[src/rtl/core/lmsd_pkg.sv]
// Package for the LED matrix scan driver: sizes, phase limits, pin word type
// and the built-in cross picture. No dependencies.
package lmsd_pkg;

    // matrix geometry; the frame store itself is always 16 x 16
    localparam int unsigned MATRIX_SIZE = 16;
    localparam int unsigned FRAME_ROWS  = 16;
    localparam int unsigned FRAME_BITS  = 16;
    localparam int unsigned ROW_W       = $clog2(FRAME_ROWS);
    localparam int unsigned BIT_W       = $clog2(FRAME_BITS);
    localparam int unsigned WIDX_W      = 5;
    localparam int unsigned PHASE_W     = 7;
    localparam int unsigned BYTE_W      = 8;

    // scan phase landmarks within one row
    localparam int unsigned CLEAR_END_I  = 2 * MATRIX_SIZE;
    localparam int unsigned LAST_PHASE_I = 4 * MATRIX_SIZE + 1;
    localparam logic [PHASE_W-1:0] CLEAR_END  = PHASE_W'(CLEAR_END_I);
    localparam logic [PHASE_W-1:0] SHIFT_BASE = PHASE_W'(CLEAR_END_I + 1);
    localparam logic [PHASE_W-1:0] LAST_PHASE = PHASE_W'(LAST_PHASE_I);
    localparam logic [WIDX_W-1:0]  WIDX_LAST  = WIDX_W'(2 * MATRIX_SIZE - 1);
    localparam logic [ROW_W-1:0]   ROW_LAST   = ROW_W'(MATRIX_SIZE - 1);

    // item kinds
    localparam logic KIND_BYTE = 1'b0;
    localparam logic KIND_TICK = 1'b1;

    // one pin pattern
    typedef struct packed {
        logic column_data;
        logic column_latch;
        logic column_clock;
        logic row_data;
        logic row_latch;
        logic row_clock;
    } t_pins;

    // built-in cross picture, one row per entry
    function automatic logic [FRAME_BITS-1:0] cross_row(input logic [ROW_W-1:0] r);
        logic [FRAME_BITS-1:0] v;
        case (r)
            4'd0:    v = 16'h8101;
            4'd1:    v = 16'h4102;
            4'd2:    v = 16'h2104;
            4'd3:    v = 16'h1108;
            4'd4:    v = 16'h0910;
            4'd5:    v = 16'h0520;
            4'd6:    v = 16'h0340;
            4'd7:    v = 16'h0180;
            4'd8:    v = 16'hFFFF;
            4'd9:    v = 16'h0340;
            4'd10:   v = 16'h0520;
            4'd11:   v = 16'h0910;
            4'd12:   v = 16'h1108;
            4'd13:   v = 16'h2104;
            4'd14:   v = 16'h4102;
            4'd15:   v = 16'h8101;
            default: v = 16'h0000;
        endcase
        return v;
    endfunction

endpackage

[src/rtl/core/lmsd_if.sv]
// Valid/ready channel interfaces of the LED matrix scan driver.
// Depends on nothing but the field widths fixed here.
interface lmsd_in_if;
    logic       valid;
    logic       ready;
    logic       kind;
    logic [7:0] data_byte;

    modport source(output valid, kind, data_byte, input ready);
    modport sink(input valid, kind, data_byte, output ready);
endinterface

interface lmsd_out_if;
    logic valid;
    logic ready;
    logic column_data;
    logic column_latch;
    logic column_clock;
    logic row_data;
    logic row_latch;
    logic row_clock;

    modport source(output valid, column_data, column_latch, column_clock, row_data,
                   row_latch, row_clock, input ready);
    modport sink(input valid, column_data, column_latch, column_clock, row_data,
                 row_latch, row_clock, output ready);
endinterface

[src/rtl/core/led_matrix_scan_driver.sv]
// LED matrix scan driver top level: frame store, scan counters, pin output buffer.
// Depends on lmsd_pkg and the channel interfaces in lmsd_if.sv.
//
// Usage
//   i_in carries words of two kinds. A byte word (kind 0) writes the next byte
//   of the 16 x 16 frame store, low byte then high byte of each row, the byte
//   index wrapping after the last row; it gives no output word. A tick word
//   (kind 1) steps the scan and gives exactly one pin word on o_out.
//   Each row takes 66 ticks: 32 to clear the columns, one column latch, 32 to
//   shift the row out, one tick latching both registers; then the next row.
//   Each pin word is registered before it shows on o_out, in the skid register if held.
//   Throughput: one word per cycle on i_in while i_in.ready is high;
//   the scan state and store update in the cycle of acceptance.
//   A two-entry output buffer (pin register plus skid register) lets i_in take
//   a word while a pin word still waits; i_in.ready drops only when both are
//   full, and pin words are held in order for as long as o_out.ready is low.
//   Reset (synchronous, active low) loads the cross picture, zeroes the byte
//   index, row and phase counters and empties the output buffer.
module led_matrix_scan_driver (
    input  logic       i_clk,
    input  logic       i_rst_n,
    lmsd_in_if.sink    i_in,
    lmsd_out_if.source o_out
);
    import lmsd_pkg::*;

    logic [FRAME_BITS-1:0] r_frame [FRAME_ROWS];
    logic [WIDX_W-1:0]     r_widx, n_widx;
    logic [ROW_W-1:0]      r_scan_row, n_scan_row;
    logic [PHASE_W-1:0]    r_scan_phase, n_scan_phase;
    logic                  r_out_valid, r_skid_valid;
    t_pins                 r_out, r_skid;

    logic                  accept, push, pop;
    logic                  byte_wr;
    logic [ROW_W-1:0]      wr_row;
    logic [PHASE_W-1:0]    q;
    logic [BIT_W-1:0]      bit_j;
    logic [FRAME_BITS-1:0] cur_row;
    logic                  clk_ph;
    t_pins                 pins;

    // handshake
    assign i_in.ready = !r_skid_valid;
    assign accept     = i_in.valid && i_in.ready;
    assign push       = accept && (i_in.kind == KIND_TICK);
    assign byte_wr    = accept && (i_in.kind == KIND_BYTE);
    assign pop        = r_out_valid && o_out.ready;

    // byte index advance
    assign wr_row = r_widx[WIDX_W-1:1];
    always_comb begin
        n_widx = r_widx;
        if (byte_wr) begin
            n_widx = (r_widx == WIDX_LAST) ? '0 : r_widx + 1'b1;
        end
    end

    // pin pattern of the current phase and the next scan position
    assign q       = r_scan_phase - SHIFT_BASE;
    assign bit_j   = q[BIT_W:1];
    assign clk_ph  = q[0];
    assign cur_row = r_frame[r_scan_row];

    always_comb begin
        pins         = '0;
        n_scan_phase = r_scan_phase + 1'b1;
        n_scan_row   = r_scan_row;
        if (r_scan_phase < CLEAR_END) begin
            pins.column_clock = r_scan_phase[0];
        end else if (r_scan_phase == CLEAR_END) begin
            pins.column_latch = 1'b1;
        end else if (r_scan_phase < LAST_PHASE) begin
            pins.column_data  = cur_row[bit_j];
            pins.row_data     = (bit_j == r_scan_row);
            pins.column_clock = clk_ph;
            pins.row_clock    = clk_ph;
        end else begin
            pins.column_latch = 1'b1;
            pins.row_latch    = 1'b1;
            n_scan_phase      = '0;
            n_scan_row        = (r_scan_row >= ROW_LAST) ? '0 : r_scan_row + 1'b1;
        end
    end

    // frame store, loaded with the cross picture at reset
    always_ff @(posedge i_clk) begin
        if (!i_rst_n) begin
            for (int r = 0; r < FRAME_ROWS; r++) begin
                r_frame[r] <= cross_row(ROW_W'(r));
            end
        end else if (byte_wr) begin
            if (r_widx[0]) begin
                r_frame[wr_row][FRAME_BITS-1:BYTE_W] <= i_in.data_byte;
            end else begin
                r_frame[wr_row][BYTE_W-1:0] <= i_in.data_byte;
            end
        end
    end

    // counters
    always_ff @(posedge i_clk) begin
        if (!i_rst_n) begin
            r_widx       <= '0;
            r_scan_row   <= '0;
            r_scan_phase <= '0;
        end else begin
            r_widx <= n_widx;
            if (push) begin
                r_scan_row   <= n_scan_row;
                r_scan_phase <= n_scan_phase;
            end
        end
    end

    // output buffer: pin register with a skid register behind it
    always_ff @(posedge i_clk) begin
        if (!i_rst_n) begin
            r_out_valid  <= 1'b0;
            r_skid_valid <= 1'b0;
        end else if (r_skid_valid) begin
            if (pop) begin
                r_out_valid  <= 1'b1;
                r_skid_valid <= 1'b0;
            end
        end else if (push) begin
            if (!r_out_valid || pop) begin
                r_out_valid <= 1'b1;
            end else begin
                r_skid_valid <= 1'b1;
            end
        end else if (pop) begin
            r_out_valid <= 1'b0;
        end
    end

    // payload of the output buffer
    always_ff @(posedge i_clk) begin
        if (r_skid_valid) begin
            if (pop) begin
                r_out <= r_skid;
            end
        end else if (push) begin
            if (!r_out_valid || pop) begin
                r_out <= pins;
            end else begin
                r_skid <= pins;
            end
        end
    end

    assign o_out.valid        = r_out_valid;
    assign o_out.column_data  = r_out.column_data;
    assign o_out.column_latch = r_out.column_latch;
    assign o_out.column_clock = r_out.column_clock;
    assign o_out.row_data     = r_out.row_data;
    assign o_out.row_latch    = r_out.row_latch;
    assign o_out.row_clock    = r_out.row_clock;

    // checks
    a_skid_behind_out: assert property (@(posedge i_clk) disable iff (!i_rst_n)
        r_skid_valid |-> r_out_valid)
        else $error("skid register full while pin register empty");

    a_phase_range: assert property (@(posedge i_clk) disable iff (!i_rst_n)
        r_scan_phase <= LAST_PHASE)
        else $error("scan phase beyond last tick of row");

    a_row_range: assert property (@(posedge i_clk) disable iff (!i_rst_n)
        r_scan_row <= ROW_LAST)
        else $error("scan row beyond matrix");

    a_byte_keeps_scan: assert property (@(posedge i_clk) disable iff (!i_rst_n)
        (accept && i_in.kind == KIND_BYTE) |=> ($stable(r_scan_phase) && $stable(r_scan_row)))
        else $error("byte word moved the scan");

    a_latch_no_clock: assert property (@(posedge i_clk) disable iff (!i_rst_n)
        (r_out_valid && r_out.column_latch) |-> (!r_out.column_clock && !r_out.row_clock))
        else $error("latch raised together with a shift clock");

endmodule
[src/flat_wrapper.sv]
// flat-port wrapper written by rule: the top's interface ports become plain ports
module led_matrix_scan_driver_flat import lmsd_pkg::*;
  (i_clk, i_rst_n, i_in_valid, i_in_kind, i_in_data_byte, i_in_ready, o_out_valid, o_out_column_data, o_out_column_latch, o_out_column_clock, o_out_row_data, o_out_row_latch, o_out_row_clock, o_out_ready);
  lmsd_in_if i_in_i ();
  lmsd_out_if o_out_i ();
  input  logic i_clk;
  input  logic i_rst_n;
  input wire logic [$bits(i_in_i.valid)-1:0] i_in_valid;
  input wire logic [$bits(i_in_i.kind)-1:0] i_in_kind;
  input wire logic [$bits(i_in_i.data_byte)-1:0] i_in_data_byte;
  output wire logic [$bits(i_in_i.ready)-1:0] i_in_ready;
  output wire logic [$bits(o_out_i.valid)-1:0] o_out_valid;
  output wire logic [$bits(o_out_i.column_data)-1:0] o_out_column_data;
  output wire logic [$bits(o_out_i.column_latch)-1:0] o_out_column_latch;
  output wire logic [$bits(o_out_i.column_clock)-1:0] o_out_column_clock;
  output wire logic [$bits(o_out_i.row_data)-1:0] o_out_row_data;
  output wire logic [$bits(o_out_i.row_latch)-1:0] o_out_row_latch;
  output wire logic [$bits(o_out_i.row_clock)-1:0] o_out_row_clock;
  input wire logic [$bits(o_out_i.ready)-1:0] o_out_ready;
  assign i_in_i.valid = i_in_valid;
  assign i_in_i.kind = i_in_kind;
  assign i_in_i.data_byte = i_in_data_byte;
  assign i_in_ready = i_in_i.ready;
  assign o_out_valid = o_out_i.valid;
  assign o_out_column_data = o_out_i.column_data;
  assign o_out_column_latch = o_out_i.column_latch;
  assign o_out_column_clock = o_out_i.column_clock;
  assign o_out_row_data = o_out_i.row_data;
  assign o_out_row_latch = o_out_i.row_latch;
  assign o_out_row_clock = o_out_i.row_clock;
  assign o_out_i.ready = o_out_ready;
  led_matrix_scan_driver u_core (.i_clk(i_clk), .i_rst_n(i_rst_n), .i_in(i_in_i), .o_out(o_out_i));
endmodule
[config.mk]
export PLATFORM = sky130hd
export DESIGN_NAME = led_matrix_scan_driver_flat
export DESIGN_NICKNAME = d
export VERILOG_FILES = /design/src/rtl/core/lmsd_pkg.sv /design/src/rtl/core/lmsd_if.sv /design/src/rtl/core/led_matrix_scan_driver.sv /design/src/flat_wrapper.sv
export SDC_FILE = /design/constraint.sdc
export NUM_CORES = 1
export LEC_CHECK = 0
export BUFFER_PORTS_ARGS = -buffer_cell sky130_fd_sc_hd__buf_4
export CAP_MARGIN = 20
export CORE_ASPECT_RATIO = 1.25
export CORE_MARGIN = 8
export CORE_UTILIZATION = 45
export DETAILED_ROUTE_END_ITERATION = 8
export PLACE_DENSITY = 0.71
export SETUP_SLACK_MARGIN = 0.15
export SYNTH_ARGS = -nofsm -noshare
export SYNTH_HDL_FRONTEND = slang
export SYNTH_SLANG_ARGS = --single-unit
[constraint.sdc]
create_clock -name i_clk -period 2.7 [get_ports i_clk]
set_input_delay 0.405 -clock i_clk [delete_from_list [all_inputs] [get_ports i_clk]]
set_output_delay 0.405 -clock i_clk [all_outputs]
set_load 0.005 [all_outputs]
### After elaboration in Yosys (flattened, before gate mapping)

Memory sizes are Yosys's and may differ from the RTL's. A register that Yosys moved wholly into a read port is not among the register bits.
Index checks and enable logic that the tools add are counted.

* flip-flop bits (word level): 30
* bits in writable memories: 256
* input port bits: 13
* output and inout port bits: 8
* word-level logic and storage cells: 105
* memories: 1

* $add $sub $neg: 4
* order comparisons: 4
* equality and inequality tests: 5
* multiplexer cells: 53
* bitwise operators: 6
* reductions and logical operators: 15

Memory list
* u_core.r_frame: depth 16, bits a word 16, read ports 1, clocked after Yosys merged registers in 1, write ports 16, line led_matrix_scan_driver.sv:27 `logic [FRAME_BITS-1:0] r_frame [FRAME_ROWS];`

Operators with widths (number)
* two-way mux 16 bit: 10
* two-way mux 1 bit: 25
* two-way mux 6 bit: 4
* two-way mux 7 bit: 3
* two-way mux 4 bit: 5
* OR reduction 16 bit: 1
* AND reduction 3 bit: 3
* adder 7 x 1 -> 7 bit (second input constant): 1
* == test 7 x 6 -> 1 bit (second input constant): 1
* less-than comparator 7 x 6 -> 1 bit (second input constant): 1
* less-than comparator 7 bit (second input constant): 1
* two-way mux 2 bit: 3
* inverter 1 bit: 6
* nonzero test 2 bit: 3
* adder 5 x 1 -> 5 bit (second input constant): 1
* == test 5 bit (second input constant): 1
* less-than comparator 4 x 5 -> 1 bit (second input constant): 1
* two-way mux 5 bit: 1
* subtractor 5 x 1 -> 5 bit (second input constant): 1
* adder 4 x 1 -> 4 bit (second input constant): 1
* binary-select mux 1 bit (select 4 bit): 1
* == test 4 bit: 1
* greater-or-equal comparator 4 bit (second input constant): 1
* logical AND 1 bit: 4
* other kinds (6): 7

### Logic depth before layout (Yosys ltp)

* depth after elaboration: 9
* depth in mapped cells: 10
* gate-level depth less buffers: 8

### Worst setup path before layout

No wires, ideal clock.

* kind: flip-flop to flip-flop
* start: register u_core.r_skid_valid
* end: memory u_core.r_frame[0][0] (enable)
* library setup time: 0.384 ns
* arrival time: 2.074 ns
* data required time: 2.316 ns
* path slack: 0.242 ns
* cell stages (with the launch flop): 8
* buffers on the path: 2
* period minus slack after synthesis: 2.458 ns
* cells stage by stage: dfxtp_1 clkbuf_1 nor3b_1 nand2_1 nor2_1 nand2_1 clkbuf_1 o21ai_0

RTL lines
* start, declared: line led_matrix_scan_driver.sv:31 `logic r_out_valid, r_skid_valid;`
* start signal, assigned: line led_matrix_scan_driver.sv:120 `r_skid_valid <= 1'b0;`
* start signal, assigned: line led_matrix_scan_driver.sv:124 `r_skid_valid <= 1'b0;`
* start signal, assigned: line led_matrix_scan_driver.sv:130 `r_skid_valid <= 1'b1;`
* end, declared: line led_matrix_scan_driver.sv:27

==> flow_summary.toml <==
[global_route]
grt_pass1_vias = 8497
use_met3_pct = 2.976
grt_util_all_layers_pct = 18.65
grt_overflow = 0
global_route.peak_usage_layer = "met2"
grt_pass1_wl_mm = 50.73
grt_use_met2_pct = 31.78
use_met1_pct = 23.49
antenna_found_initial = 0
grt_max_degree = 40

[clock_network]
cts_tree = "yes"
clk_latency_ns = 0.55
numCtsBuffers = 30
htreeDepth = 1
root_buffer = "clkbuf_16"
cts.clk_slew.worst_paths_ns = 0.06
clk_path_buf_depth = 3
cts_hold_buf = 0
numClockSinks = 290

[placed_design]
io_buffers = 20
hpwl_mm = 21.90
gp_congestion = 0.9590
place_area_um2 = 14550

[synthesis]
syn_area_um2 = 13550
syn_inst = 981
synth.top_cell.area_share_pct = 59.40
synthFlopType = "edfxtp_1"
synth_cell_types = 52
yosys-top-cells-area = "edfxtp_1, mux4_2, and2_1"
synth-seq-cells = 290
ys_warn_count = 0
async_reset_ff_share_pct = 0
avgSynthCellArea_um2 = 13.81
yosysTopAreaCell = "edfxtp_1"
syn-num-nets = 1000
yosysSeqAreaShare_pct = 62.65
synth_edf_count = 268

[die]
core_area_um2 = 29850
die_width_um = 171.2
die_area_um2 = 35950
ios = 21
start_util_pct = 45.39
die_y_um = 210.0
rows = 71

[sta]
max_slew_margin_pct = 31.94
hold_viol = 0
rsz0062_at_grt = "no"
min_period_ns = 2.493
worst-slew-pin-transition_ns = 1.021
slew_viol_final = 0
setup_violations = 0
clock.fmax_ghz = 0.4012
period_share_pct = 92.33
fin_skew_ns = 0.005813

[setup_path]
cp-end-kind = "register"
start_kind = "register"
crit_chain = "buf_12 -> mux4_2 -> mux4_2 -> nand3_1 -> nand3_1 -> o311ai_2 -> o31ai_1"
cp_slowest_stage_delay_ns = 0.53
cp_data_required_time_ns = 3.00
critPathBufInv = 1
crit_fanout = 12
worstPathArrival_ns = 2.79
crit_slowest_cell = "mux4_2"
path_class = "reg2reg"
cp_top_family = "multiplexers"

[final_layout]
final_common_cell = "edfxtp_1"
fin_area_um2 = 15630
final_util_pct = 52.35
fin_nets = 1061
layout_common_cells = "edfxtp_1, and2_1, buf_4, or3_1, mux4_2"
syn_to_final_growth_pct = 15.34
diodes = 0
nFillCells = 2451
layout-drive-gt1-share_pct = 21.01

[power]
pwr_density_cell_nw_per_um2 = 613.1
ir_drop_mv = 0.6091
power_leakage_nw = 5.258

[run_status]
status = "complete, no violations"

[drt]
wire_per_inst_um = 22.61
num_vias = 8399
dr.pass1.iters = 5
drt_wl_total_mm = 33.17
route.detailed.drc = 0
viasPerCell = 5.725
antenna_left = 0
drtIter0Drc = 873

[hold_path]
hp-start = "o_out_ready"
hold_path_class = "in2reg"

[run]
maxCapViolCount = 0
-- cell type report --
class	instances	area, µm²	share of cell area, %
sequential	290	8494	54.36
multi-input combinational	603	4713	30.16
clock buffer	47	875.8	5.605
clock inverter	9	97.59	0.6246
inverter	9	33.78	0.2162
tap	401	501.7	3.211
timing repair buffer	108	909.6	5.821
-- worst reg2reg max path: stages (launching register included) --
cell	delay, ns
dfxtp_4	0.38
buf_12	0.17
mux4_2	0.54
mux4_2	0.47
nand3_1	0.09
nand3_1	0.11
o311ai_2	0.38
o31ai_1	0.10
-- metal layers --
metal	up-vias	wire length [µm]
met5	-	0
met2	354	16550
met1	4200	12940
li1	3761	-
met3	84	2355
met4	0	1316
-- state kept, by name, indices dropped and copies added, names as in the netlist, 4 cells and up, named ones only --
name                 flops
u_core.r_frame         256
u_core.r_widx            5
u_core.r_scan_phase      7
u_core.r_scan_row        4
u_core.r_skid            6
-- kinds of logic (layout without fill, tap and decap cells) --
logic type,Yosys count,in the layout,synth area share (%)
simple gates,394,394,16.60
flops,290,290,62.65
compound gates,106,106,5.033
buf+inv,88,173,2.817
mux,84,84,11.51
xor+xnor,13,13,0.8404
fa+ha+maj,6,6,0.5541
-- synthesized netlist by cell type (all sizes together), types with 9 or more instances --
library cell    n
edfxtp        268
and2          202
or3            62
clkbuf         60
mux4           57
nor2           48
o21ai          37
nand2          36
mux2i          23
dfxtp          22
a22oi          21
buf            19
a21oi          14
nand3          11
nor2b           9
-- path summary, 6_finish.rpt --
check | to | slack (ns) | cells past startpoint
worst max-delay path | u_core.o_out.column_data | 0.21 | 7
worst min-delay path | u_core.r_skid_valid | 0.13 | 4
worst max register to register | u_core.o_out.column_data | 0.21 | 7
worst min register to register | u_core.o_out.row_clock | 0.53 | 2
-- stage by stage --
stage               setup TNS [ns]  setup WS (ns)  hold slack (ns)  cells  total power, W
CTS                              0         0.2161           0.1156   1467        0.009631
global route                     0         0.1539           0.1508   1467        0.009845
floorplan                        0         0.2418           0.4884    981        0.005362
global placement         -0.007453      -0.007453           0.5057   1407        0.005587
detailed placement        -0.08881       -0.04479           0.5141   1407        0.005593
finish                           0         0.2072           0.1320   1467        0.009580
-- power by group --
group / internal (W) / switching (W) / total, W / leakage, nW
combinational: 0.000153 / 0.000282 / 0.000435 / 2.05
clock: 0.00241 / 0.00166 / 0.00407 / 0.478
sequential: 0.00502 / 0.0000536 / 0.00507 / 2.73
-- repair_timing --
item / CTS / global route
setup endpoints to repair: 2 / 2
pin swaps: 0 / 2
setup buffers: 4 / 0
resized for setup: 0 / 8
cloned: 0 / 0
(Power assumes the default switching activity.)
